--- src/ujcc_pkg.sv ---
// shared types and code-point constants for the japanese utf-8 character classifier
package ujcc_pkg;

  // dense class codes of one character
  typedef enum logic [3:0] {
    CLASS_OTHER     = 4'd0,
    CLASS_ASCII     = 4'd1,
    CLASS_KANJI3    = 4'd2,
    CLASS_KANJI4    = 4'd3,
    CLASS_KATAKANA  = 4'd4,
    CLASS_HIRAGANA  = 4'd5,
    CLASS_FULLWIDTH = 4'd6,
    CLASS_COMMA     = 4'd7,
    CLASS_STOP      = 4'd8,
    CLASS_OPEN      = 4'd9,
    CLASS_CLOSE     = 4'd10,
    CLASS_DOT       = 4'd11,
    CLASS_ITERATION = 4'd12,
    CLASS_DASH      = 4'd13
  } char_class_t;

  // field widths
  localparam int unsigned WordW  = 32;
  localparam int unsigned LenW   = 3;
  localparam int unsigned AsciiW = 7;
  localparam int unsigned ClassW = 4;

  // byte length codes
  localparam logic [LenW-1:0] LEN_ONE   = 3'd1;
  localparam logic [LenW-1:0] LEN_TWO   = 3'd2;
  localparam logic [LenW-1:0] LEN_THREE = 3'd3;
  localparam logic [LenW-1:0] LEN_FOUR  = 3'd4;

  // lead byte thresholds
  localparam logic [7:0] LEAD_TWO   = 8'h80;
  localparam logic [7:0] LEAD_THREE = 8'hE0;
  localparam logic [7:0] LEAD_FOUR  = 8'hF0;

  // exclusive range bounds on the first three bytes
  localparam logic [23:0] K3A_LO  = 24'hE38FBF;
  localparam logic [23:0] K3A_HI  = 24'hE9BFAF;
  localparam logic [23:0] K3B_LO  = 24'hEFA3BF;
  localparam logic [23:0] K3B_HI  = 24'hEFAC80;
  localparam logic [23:0] KATA_LO = 24'hE382A0;
  localparam logic [23:0] KATA_HI = 24'hE383BA;
  localparam logic [23:0] HIRA_LO = 24'hE38180;
  localparam logic [23:0] HIRA_HI = 24'hE382A0;
  localparam logic [23:0] FW_LO   = 24'hEFBC80;
  localparam logic [23:0] FW_HI   = 24'hEFBD9F;

  // exclusive range bounds on all four bytes
  localparam logic [31:0] K4_LO = 32'hF09FAFBF;
  localparam logic [31:0] K4_HI = 32'hF0B18D8B;

  // single code points
  localparam logic [23:0] CP_IDEO_SPACE = 24'hE38080;
  localparam logic [23:0] CP_COMMA      = 24'hE38081;
  localparam logic [23:0] CP_STOP       = 24'hE38082;
  localparam logic [23:0] CP_OPEN_A     = 24'hE3808C;
  localparam logic [23:0] CP_OPEN_B     = 24'hE3808E;
  localparam logic [23:0] CP_CLOSE_A    = 24'hE3808D;
  localparam logic [23:0] CP_CLOSE_B    = 24'hE3808F;
  localparam logic [23:0] CP_DOT        = 24'hE383BB;
  localparam logic [23:0] CP_ITERATION  = 24'hE380BB;

  // dash code points
  localparam int unsigned DashN = 8;
  localparam logic [23:0] DASH_POINTS [DashN] = '{
    24'hE383BC, 24'hE28095, 24'hE28094, 24'hE28093,
    24'hE28092, 24'hE28091, 24'hE28090, 24'hE28892
  };

  // fullwidth form bytes and offsets
  localparam logic [7:0] FW_LEAD     = 8'hEF;
  localparam logic [7:0] FW_ROW_A    = 8'hBC;
  localparam logic [7:0] FW_ROW_B    = 8'hBD;
  localparam logic [7:0] FW_CONT_MIN = 8'h80;
  localparam logic [7:0] FW_A_END    = 8'hC0;
  localparam logic [7:0] FW_B_END    = 8'h9F;
  localparam logic [7:0] FW_A_OFS    = 8'h60;
  localparam logic [7:0] FW_B_OFS    = 8'h20;
  localparam logic [7:0] K3_LEAD_GT  = 8'hE2;

endpackage

--- src/ujcc_classify.sv ---
// combinational length, class and ascii decode of one utf-8 character
module ujcc_classify (
  input  logic [ujcc_pkg::WordW-1:0]  word,
  output ujcc_pkg::char_class_t       char_class,
  output logic [ujcc_pkg::LenW-1:0]   byte_length,
  output logic [ujcc_pkg::AsciiW-1:0] ascii_equivalent
);

  logic [7:0]  b0;
  logic [7:0]  b1;
  logic [7:0]  b2;
  logic [23:0] k3;
  logic        is_dash;
  logic [7:0]  fw_a;
  logic [7:0]  fw_b;

  assign b0 = word[31:24];
  assign b1 = word[23:16];
  assign b2 = word[15:8];
  assign k3 = word[31:8];

  // length from lead byte
  always_comb begin
    priority if (b0 < ujcc_pkg::LEAD_TWO) begin
      byte_length = ujcc_pkg::LEN_ONE;
    end else if (b0 < ujcc_pkg::LEAD_THREE) begin
      byte_length = ujcc_pkg::LEN_TWO;
    end else if (b0 < ujcc_pkg::LEAD_FOUR) begin
      byte_length = ujcc_pkg::LEN_THREE;
    end else begin
      byte_length = ujcc_pkg::LEN_FOUR;
    end
  end

  // match against the dash list
  always_comb begin
    is_dash = 1'b0;
    for (int i = 0; i < ujcc_pkg::DashN; i++) begin
      if (k3 == ujcc_pkg::DASH_POINTS[i]) is_dash = 1'b1;
    end
  end

  // class, first match wins
  always_comb begin
    priority if (byte_length == ujcc_pkg::LEN_ONE) begin
      char_class = ujcc_pkg::CLASS_ASCII;
    end else if (byte_length == ujcc_pkg::LEN_TWO) begin
      char_class = ujcc_pkg::CLASS_OTHER;
    end else if (k3 == ujcc_pkg::CP_IDEO_SPACE) begin
      char_class = ujcc_pkg::CLASS_OTHER;
    end else if ((b0 > ujcc_pkg::K3_LEAD_GT) &&
                 (((k3 > ujcc_pkg::K3A_LO) && (k3 < ujcc_pkg::K3A_HI)) ||
                  ((k3 > ujcc_pkg::K3B_LO) && (k3 < ujcc_pkg::K3B_HI)))) begin
      char_class = ujcc_pkg::CLASS_KANJI3;
    end else if ((b0 == ujcc_pkg::LEAD_FOUR) &&
                 (word > ujcc_pkg::K4_LO) && (word < ujcc_pkg::K4_HI)) begin
      char_class = ujcc_pkg::CLASS_KANJI4;
    end else if ((k3 > ujcc_pkg::KATA_LO) && (k3 < ujcc_pkg::KATA_HI)) begin
      char_class = ujcc_pkg::CLASS_KATAKANA;
    end else if ((k3 > ujcc_pkg::HIRA_LO) && (k3 < ujcc_pkg::HIRA_HI)) begin
      char_class = ujcc_pkg::CLASS_HIRAGANA;
    end else if ((k3 > ujcc_pkg::FW_LO) && (k3 < ujcc_pkg::FW_HI)) begin
      char_class = ujcc_pkg::CLASS_FULLWIDTH;
    end else if (k3 == ujcc_pkg::CP_COMMA) begin
      char_class = ujcc_pkg::CLASS_COMMA;
    end else if (k3 == ujcc_pkg::CP_STOP) begin
      char_class = ujcc_pkg::CLASS_STOP;
    end else if ((k3 == ujcc_pkg::CP_OPEN_A) || (k3 == ujcc_pkg::CP_OPEN_B)) begin
      char_class = ujcc_pkg::CLASS_OPEN;
    end else if ((k3 == ujcc_pkg::CP_CLOSE_A) || (k3 == ujcc_pkg::CP_CLOSE_B)) begin
      char_class = ujcc_pkg::CLASS_CLOSE;
    end else if (k3 == ujcc_pkg::CP_DOT) begin
      char_class = ujcc_pkg::CLASS_DOT;
    end else if (k3 == ujcc_pkg::CP_ITERATION) begin
      char_class = ujcc_pkg::CLASS_ITERATION;
    end else if (is_dash) begin
      char_class = ujcc_pkg::CLASS_DASH;
    end else begin
      char_class = ujcc_pkg::CLASS_OTHER;
    end
  end

  // fullwidth to ascii offsets
  assign fw_a = b2 - ujcc_pkg::FW_A_OFS;
  assign fw_b = b2 - ujcc_pkg::FW_B_OFS;

  // ascii equivalent
  always_comb begin
    priority if (b0 < ujcc_pkg::LEAD_TWO) begin
      ascii_equivalent = b0[ujcc_pkg::AsciiW-1:0];
    end else if ((b0 == ujcc_pkg::FW_LEAD) && (b2 >= ujcc_pkg::FW_CONT_MIN) &&
                 (b1 == ujcc_pkg::FW_ROW_A) && (b2 < ujcc_pkg::FW_A_END)) begin
      ascii_equivalent = fw_a[ujcc_pkg::AsciiW-1:0];
    end else if ((b0 == ujcc_pkg::FW_LEAD) && (b2 >= ujcc_pkg::FW_CONT_MIN) &&
                 (b1 == ujcc_pkg::FW_ROW_B) && (b2 < ujcc_pkg::FW_B_END)) begin
      ascii_equivalent = fw_b[ujcc_pkg::AsciiW-1:0];
    end else begin
      ascii_equivalent = '0;
    end
  end

endmodule

--- src/utf8_japanese_char_classifier.sv ---
// top level of the japanese utf-8 character classifier
//
// Usage:
//   The input channel takes one character a transfer: in_utf8_bytes holds up
//   to four utf-8 bytes, first byte in bits 31:24, and a transfer happens at
//   each rising edge with start high and busy low. busy is always low, so a
//   new character may be offered in every cycle.
//   Each character yields exactly one result: out_char_class, out_byte_length
//   and out_ascii_equivalent, shown for one cycle while out_valid is high.
//   The result strobe follows the start cycle through the input register, then
//   the decode and the result register.
//   Throughput: one character per cycle; the only work is one pass of fixed
//   byte compares between the input register and the result register.
//   Reset (rst_n low, synchronous) drops any character in flight and clears
//   out_valid. The receiver cannot stall: every result is taken in the cycle
//   it is shown, so no result is ever held or lost.
module utf8_japanese_char_classifier (
  input  logic                          clk,
  input  logic                          rst_n,
  input  logic                          start,
  output logic                          busy,
  input  logic [ujcc_pkg::WordW-1:0]    in_utf8_bytes,
  output logic                          out_valid,
  output logic [ujcc_pkg::ClassW-1:0]   out_char_class,
  output logic [ujcc_pkg::LenW-1:0]     out_byte_length,
  output logic [ujcc_pkg::AsciiW-1:0]   out_ascii_equivalent
);

  logic                          in_valid_r;
  logic [ujcc_pkg::WordW-1:0]    in_word_r;
  ujcc_pkg::char_class_t         class_nxt;
  logic [ujcc_pkg::LenW-1:0]     len_nxt;
  logic [ujcc_pkg::AsciiW-1:0]   ascii_nxt;
  logic                          out_valid_r;
  ujcc_pkg::char_class_t         out_class_r;
  logic [ujcc_pkg::LenW-1:0]     out_len_r;
  logic [ujcc_pkg::AsciiW-1:0]   out_ascii_r;
  logic                          accept;

  // always ready for the next transfer
  assign busy   = 1'b0;
  assign accept = start && !busy;

  // input register
  always_ff @(posedge clk) begin
    if (!rst_n) begin
      in_valid_r <= 1'b0;
    end else begin
      in_valid_r <= accept;
    end
  end

  always_ff @(posedge clk) begin
    if (accept) begin
      in_word_r <= in_utf8_bytes;
    end
  end

  // decode
  ujcc_classify u_classify (
    .word             (in_word_r),
    .char_class       (class_nxt),
    .byte_length      (len_nxt),
    .ascii_equivalent (ascii_nxt)
  );

  // result register
  always_ff @(posedge clk) begin
    if (!rst_n) begin
      out_valid_r <= 1'b0;
    end else begin
      out_valid_r <= in_valid_r;
    end
  end

  always_ff @(posedge clk) begin
    if (in_valid_r) begin
      out_class_r <= class_nxt;
      out_len_r   <= len_nxt;
      out_ascii_r <= ascii_nxt;
    end
  end

  assign out_valid            = out_valid_r;
  assign out_char_class       = out_class_r;
  assign out_byte_length      = out_len_r;
  assign out_ascii_equivalent = out_ascii_r;

  // every result follows a transfer through the input and result registers
  a_result_follows_transfer: assert property (@(posedge clk) disable iff (!rst_n)
    out_valid_r |-> $past(accept, 2))
    else $error("result without a matching transfer");

  // every held character reaches the result register next cycle
  a_no_drop: assert property (@(posedge clk) disable iff (!rst_n)
    in_valid_r |=> out_valid_r)
    else $error("character dropped between stages");

  // ascii class only for one-byte characters
  a_ascii_len: assert property (@(posedge clk) disable iff (!rst_n)
    (out_valid_r && (out_class_r == ujcc_pkg::CLASS_ASCII)) |->
      (out_len_r == ujcc_pkg::LEN_ONE))
    else $error("ascii class with wrong length");

  // four-byte kanji only for four-byte characters
  a_kanji4_len: assert property (@(posedge clk) disable iff (!rst_n)
    (out_valid_r && (out_class_r == ujcc_pkg::CLASS_KANJI4)) |->
      (out_len_r == ujcc_pkg::LEN_FOUR))
    else $error("four-byte kanji with wrong length");

endmodule

--- config.mk ---
export PLATFORM = sky130hd
export DESIGN_NAME = utf8_japanese_char_classifier
export DESIGN_NICKNAME = d
export VERILOG_FILES = /design/src/ujcc_pkg.sv /design/src/ujcc_classify.sv /design/src/utf8_japanese_char_classifier.sv
export SDC_FILE = /design/constraint.sdc
export NUM_CORES = 1
export LEC_CHECK = 0
export CAP_MARGIN = 0
export CORE_ASPECT_RATIO = 2
export CORE_UTILIZATION = 56
export DETAILED_ROUTE_END_ITERATION = 8
export DONT_BUFFER_PORTS = 1
export PLACE_DENSITY_LB_ADDON = 0.25
export SYNTH_ARGS = -nofsm -noshare
export SYNTH_HDL_FRONTEND = slang
export SYNTH_SLANG_ARGS = --single-unit
--- constraint.sdc ---
create_clock -name clk -period 2.3 [get_ports clk]
set_clock_uncertainty 0.05 [all_clocks]
set_input_delay 0.115 -clock clk [delete_from_list [all_inputs] [get_ports clk]]
set_output_delay 0.115 -clock clk [all_outputs]
set_load 0.02 [all_outputs]
Yosys cells after proc, flatten, opt, wreduce, memory -nomap -nowiden
Cells that the tools add are included.
{ "totals": {"ff_bits": 48, "out_inout_bits": 16, "wordCells": 100} }
{ "classes": {"addsub": 2, "n_lt_le_gt_ge": 19, "eq_ne": 23, "mux": 28, "reduce_logical": 19} }
{ "ops": {"columns": ["op", "n"], "rows": [
  ["24-bit equality test, second input constant", 17],
  ["24-bit > comparator, second input constant", 5],
  ["24-bit less-than comparator, second input constant", 5],
  ["8-bit less-than comparator, second input constant", 5],
  ["8-bit equality test, second input constant", 4],
  ["32-bit > comparator, second input constant", 1],
  ["32-bit less-than comparator, second input constant", 1],
  ["4-bit two-way mux", 6],
  ["3-bit two-way mux", 7],
  ["7-bit two-way mux", 3],
  ["1-bit logical AND", 13],
  ["1-bit two-way mux", 10],
  ["9-bit OR reduction", 1],
  ["8-bit >= comparator, second input constant", 1],
  ["8-bit > comparator, second input constant", 1],
  ["7-bit by 6-bit subtractor with 7-bit output, second input constant", 1],
  ["7-bit subtractor, second input constant", 1],
  ["5-bit OR reduction", 1],
  ["2-bit two-way mux", 2],
  ["3-bit by 1-bit equality test with 1-bit output, second input constant", 1],
  ["3-bit by 2-bit equality test with 1-bit output, second input constant", 1],
  ["1-bit logical OR", 3],
  ["3-bit OR reduction", 1]
]} }

Depth between registers and ports, before layout
{ "depth": {"depth_word": 23, "depth_mapped": 8, "depth_no_buf": 6} }

By module
From an unflattened synthesis, not the netlist that was laid out.
{ "unflattened": {"cells_unflattened": 197, "area_unflattened_um2": 2369.8} }
{ "modules_own_cells": {"columns": ["module", "instances", "cells_per_inst", "area_each_um2", "seq_area_each_um2"], "rows": [
  ["utf8_japanese_char_classifier", 1, 52, 1445.1, 1421.4],
  ["ujcc_classify", 1, 145, 924.6, 0.0]
]} }

Least setup slack after synthesis
No wires, ideal clock.
{ "synth_timing": {"path_kind": "register to register", "start": "register in_word_r[8] in the netlist's numbering", "end": "register out_class_r[1], in the netlist out_char_class[1] (data pin)", "setup_time_ps": 272, "t_arrival_ps": 1683, "t_required_ps": 1978, "slack_ps": 295, "stages_incl_launch_ff": 8, "path_buffers": 1, "synth_period_minus_slack_ps": 2005, "cell_sequence": "edfxtp_1 buf_2 or4_1 nor2_1 a211oi_1 o311ai_0 o311a_1 o2111ai_2"} }
{ "synth_between": {"elab_chain_cells": 12} }
{ "synth_rtl": {"columns": ["element", "line", "source"], "rows": [
  ["from (decl)", "utf8_japanese_char_classifier.sv:30", "logic [ujcc_pkg::WordW-1:0] in_word_r;"],
  ["from (signal assigned)", "utf8_japanese_char_classifier.sv:55", "in_word_r <= in_utf8_bytes;"],
  ["24-bit equality test", "ujcc_classify.sv:74", "end else if (k3 == ujcc_pkg::CP_ITERATION) begin"],
  ["4-bit two-way mux", "ujcc_classify.sv:74", null],
  ["4-bit two-way mux", "ujcc_classify.sv:72", "end else if (k3 == ujcc_pkg::CP_DOT) begin"],
  ["4-bit two-way mux", "ujcc_classify.sv:70", "end else if ((k3 == ujcc_pkg::CP_CLOSE_A) || (k3 == ujcc_pkg::CP_CLOSE_B)) begin"],
  ["4-bit two-way mux", "ujcc_classify.sv:68", "end else if ((k3 == ujcc_pkg::CP_OPEN_A) || (k3 == ujcc_pkg::CP_OPEN_B)) begin"],
  ["4-bit two-way mux", "ujcc_classify.sv:66", "end else if (k3 == ujcc_pkg::CP_STOP) begin"],
  ["3-bit two-way mux", "ujcc_classify.sv:64", "end else if (k3 == ujcc_pkg::CP_COMMA) begin"],
  ["3-bit two-way mux", "ujcc_classify.sv:62", "end else if ((k3 > ujcc_pkg::FW_LO) && (k3 < ujcc_pkg::FW_HI)) begin"],
  ["3-bit two-way mux", "ujcc_classify.sv:60", "end else if ((k3 > ujcc_pkg::HIRA_LO) && (k3 < ujcc_pkg::HIRA_HI)) begin"],
  ["3-bit two-way mux", "ujcc_classify.sv:58", "end else if ((k3 > ujcc_pkg::KATA_LO) && (k3 < ujcc_pkg::KATA_HI)) begin"],
  ["2-bit two-way mux", "ujcc_classify.sv:55", "end else if ((b0 == ujcc_pkg::LEAD_FOUR) &&"],
  ["2-bit two-way mux", "ujcc_classify.sv:51", "end else if ((b0 > ujcc_pkg::K3_LEAD_GT) &&"],
  ["to (signal assigned)", "utf8_japanese_char_classifier.sv:78", "out_class_r <= class_nxt;"],
  ["to (decl)", "utf8_japanese_char_classifier.sv:35", "ujcc_pkg::char_class_t out_class_r;"]
]} }
Several ways; a longest one is shown, not always the timed one.
A chain may end at the register's enable or synchronous reset.

Final worst setup path
{ "layout_timing": {"start": "register in_word_r[28] in the netlist's numbering", "end": "register out_class_r[1], in the netlist out_char_class[1] (data pin)"} }
The elaborated chain is that of the path after synthesis.

==> results.sh <==
export IMPL_worst_r2r_path_depth=6
export IMPL_final_cell_mix="46 x edfxtp_1, 33 x dlygate4sd3_1, 23 x buf_4, 18 x nand2_1, 11 x nor2_1"
export IMPL_leakagePower_uw=0.001059
export IMPL_die_w_um=48.35
export IMPL_syn_nets=244
export IMPL_num_vias=2021
export IMPL_use_met3_pct=5.153
export IMPL_first_pass_iters=5
export IMPL_seqPwrFrac_pct=59.3
export IMPL_netlist_area_sq_um=2406
export IMPL_async_reset_ff_share_pct=0
export IMPL_fin_nets=296
export IMPL_coreArea_sq_um=4088
export IMPL_routed_wl_mm=6.243
export IMPL_reg2reg_slack_ns=-0.02
export IMPL_r2r_end="out_char_class[1]"
export IMPL_synth_cells=207
export IMPL_clockRootBuffer="clkbuf_8"
export IMPL_finalInstanceArea_sq_um=3033
export IMPL_startpoint_type="register"
export IMPL_final_common_cell="edfxtp_1"
export IMPL_power_uw=1877
export IMPL_wl_per_cell_um=20.01
export IMPL_holdWs_ns=0.08850
export IMPL_fp_dieH_um=94.70
export IMPL_fin_ws_ns=-0.01560
export IMPL_viasPerCell=6.478
export IMPL_path_max_fanout=5
export IMPL_maxCapViolations=0
export IMPL_antenna_found_initial=0
export IMPL_cts_tree="yes"
export IMPL_comb_power_share_pct=14.2
export IMPL_drt_iter0_drc=111
export IMPL_final_cells=312
export IMPL_p_int_uw=1379
export IMPL_cts_buffer_depth=2
export IMPL_tns_ns=-0.01560
export IMPL_drive_gt1_share_pct=16.15
export IMPL_max_freq_ghz=0.4319
export IMPL_clkTransAtPathRegs_ns=0.09
export IMPL_min_to="in_word_r[13]"
export IMPL_drc=0
export IMPL_finalCriticalPeriod_ns=2.316
export IMPL_cts_buffers=5
export IMPL_ios=51
export IMPL_slew_headroom_pct=57.99
export IMPL_fin_crit_sh_pct=100.7
export IMPL_grt_pass1_wl_mm=9.825
export IMPL_synth_ff_type="edfxtp_1"
export IMPL_ys_warn_count=0
export IMPL_finalSetupViolCount=1
export IMPL_hold_start="start"
export IMPL_grt_setup_unrepaired="false"
export IMPL_place_inst=267
export IMPL_worstPathRequired_ns=2.40
export IMPL_synth_edff_count=46
export IMPL_power_switching_uw=497.8
export IMPL_place_hpwl_mm=4.372
export IMPL_start_util_pct=58.86
export IMPL_path_class="register to register"
export IMPL_antenna_diode_count=0
export IMPL_ant_nets=0
export IMPL_rows=33
export IMPL_io_buffers=0
export IMPL_final_max_slew_viol_count=0
export IMPL_syn_to_final_growth_pct=26.05
export IMPL_hp_class="input port to register"
export IMPL_yosysUniqueCellTypes=57
export IMPL_hold_depth=1
export IMPL_use_met2_pct=55.52
export IMPL_power_density_nw_per_um2=618.7
export IMPL_yosysSeqAreaShare_pct=59.07
export IMPL_place_area_sq_um=2567
export IMPL_die_area_sq_um=4579
export IMPL_worst_pin_slew_ns=0.6243
export IMPL_final_hold_viol_count=0
export IMPL_violations="negative setup slack"
export IMPL_outcome="finished, violations left"
export IMPL_reg2reg_from="in_word_r[28]"
export IMPL_met1_usage_pct=28.24
export IMPL_swShare_pct=26.53
export IMPL_syn_avg_cell_area_sq_um=11.62
export IMPL_grt_overflow=0
export IMPL_grt_pass1_vias=2066
export IMPL_grt_max_degree=34
export IMPL_end_kind="register"
export IMPL_grt_usage_pct=29.66
export IMPL_numClockSinks=48
export IMPL_gp_congestion=0.9701
export IMPL_vdd_drop_max_mv=0.8222
export IMPL_arrival_ns=2.41
export IMPL_grt_busiest_layer="met2"
export IMPL_clock_power_share_pct=26.5
export IMPL_worst_skew_pair_late_latency_ns=0.30
export IMPL_cts_max_level=2
export IMPL_ys_ff_latch=48
==> critical path: stages, from the launching register on <==
cell       delay [ns]
edfxtp_1         0.42
and4b_4          0.40
nand4_2          0.21
or4_1            0.58
a211oi_1         0.25
o21ai_1          0.15
o2111ai_2        0.11
==> repair_timing <==
action | in CTS | in global routing
resized for setup | 0 | 2
buffers inserted | 1 | 2
endpoints found under the setup margin | 1 | 1
endpoints found under the hold margin | 66 | 0
hold buffers | 34 | 0
cloned | 0 | 0
==> cell type report <==
cell class,count,area (sq um)
repair buffers,57,523.0
clock inverters,3,17.52
well taps,52,65.06
flip-flops and latches,48,1421
clock buffers,5,68.82
fillers,254,1055
inverters,9,33.78
multi-input cells,138,903.4
==> per-layer routing <==
layer  up-vias  routed length [um]
li1        910                   -
met1       945                1983
met2       130                3437
met3        36                 373
met4         0                 449
met5         -                   0
==> cells by family after synthesis <==
group | after synthesis | synth area share (%)
flip-flops | 48 | 59.07
AO/OA/AOI/OAI | 52 | 15.55
other | 1 | 0.1559
buffers and inverters | 21 | 3.640
AND/OR/NAND/NOR | 83 | 20.54
adder cells (fa/ha/maj) | 2 | 1.040
==> how the worst max path moves through the flow <==
stage	start	end	slack, ns
after floorplan	in_word_r[8]	out_char_class[1]	0.30
after global placement	in_word_r[28]	out_char_class[1]	0.02
after detailed placement	in_word_r[28]	out_char_class[1]	0.01
after CTS	in_word_r[28]	out_char_class[1]	0.04
after global routing	in_word_r[28]	out_char_class[1]	0.009
final	in_word_r[28]	out_char_class[1]	-0.02
==> synth_stat cells, drive strengths merged, types with 2 or more instances <==
cell type | n | share of area (%)
a211oi | 3 | 0.94
a21o | 3 | 0.94
a21oi | 10 | 2.1
a22o | 3 | 1.1
and2 | 4 | 1.0
and4b | 2 | 1.0
buf | 5 | 1.1
clkbuf | 7 | 1.1
dfxtp | 2 | 1.7
edfxtp | 46 | 57
ha | 2 | 1.0
inv | 9 | 1.4
nand2 | 18 | 2.8
nand2b | 3 | 0.78
nand3 | 7 | 1.5
nand3b | 2 | 0.62
nand4 | 9 | 2.6
nor2 | 11 | 1.7
nor2b | 2 | 0.52
nor3 | 5 | 1.2
nor3b | 2 | 1.1
nor4 | 7 | 2.1
nor4b | 2 | 0.73
o2111ai | 2 | 0.99
o211ai | 3 | 0.94
o21ai | 11 | 2.3
o2bb2ai | 2 | 0.73
o311ai | 2 | 0.73
or2 | 2 | 0.52
or4 | 2 | 0.62
==> through the flow <==
step / worst slack [ns] / util (%)
after CTS: 0.04343 / 73.68
after detailed placement: 0.01376 / 62.81
after global routing: 0.008763 / 74.20
final: -0.01560 / 74.20
after floorplan: 0.2952 / -
after global placement: 0.02223 / 62.81
==> power groups by stage <==
stage / combinational (uW) / sequential, uW / clock (uW)
after floorplan: 131 / 1110 / 0
after global placement: 192 / 1130 / 0
after detailed placement: 191 / 1130 / 0
after CTS: 252 / 1110 / 500
after global routing: 286 / 1120 / 531
final: 267 / 1110 / 497
==> state kept, by name, summed over array words and instances (netlist names) <==
register              cells
in_word_r                32
out_ascii_equivalent      7
out_char_class            4
out_byte_length           3
in_valid_r                1
out_valid                 1
No activity file was read; power rests on OpenSTA's default activity.
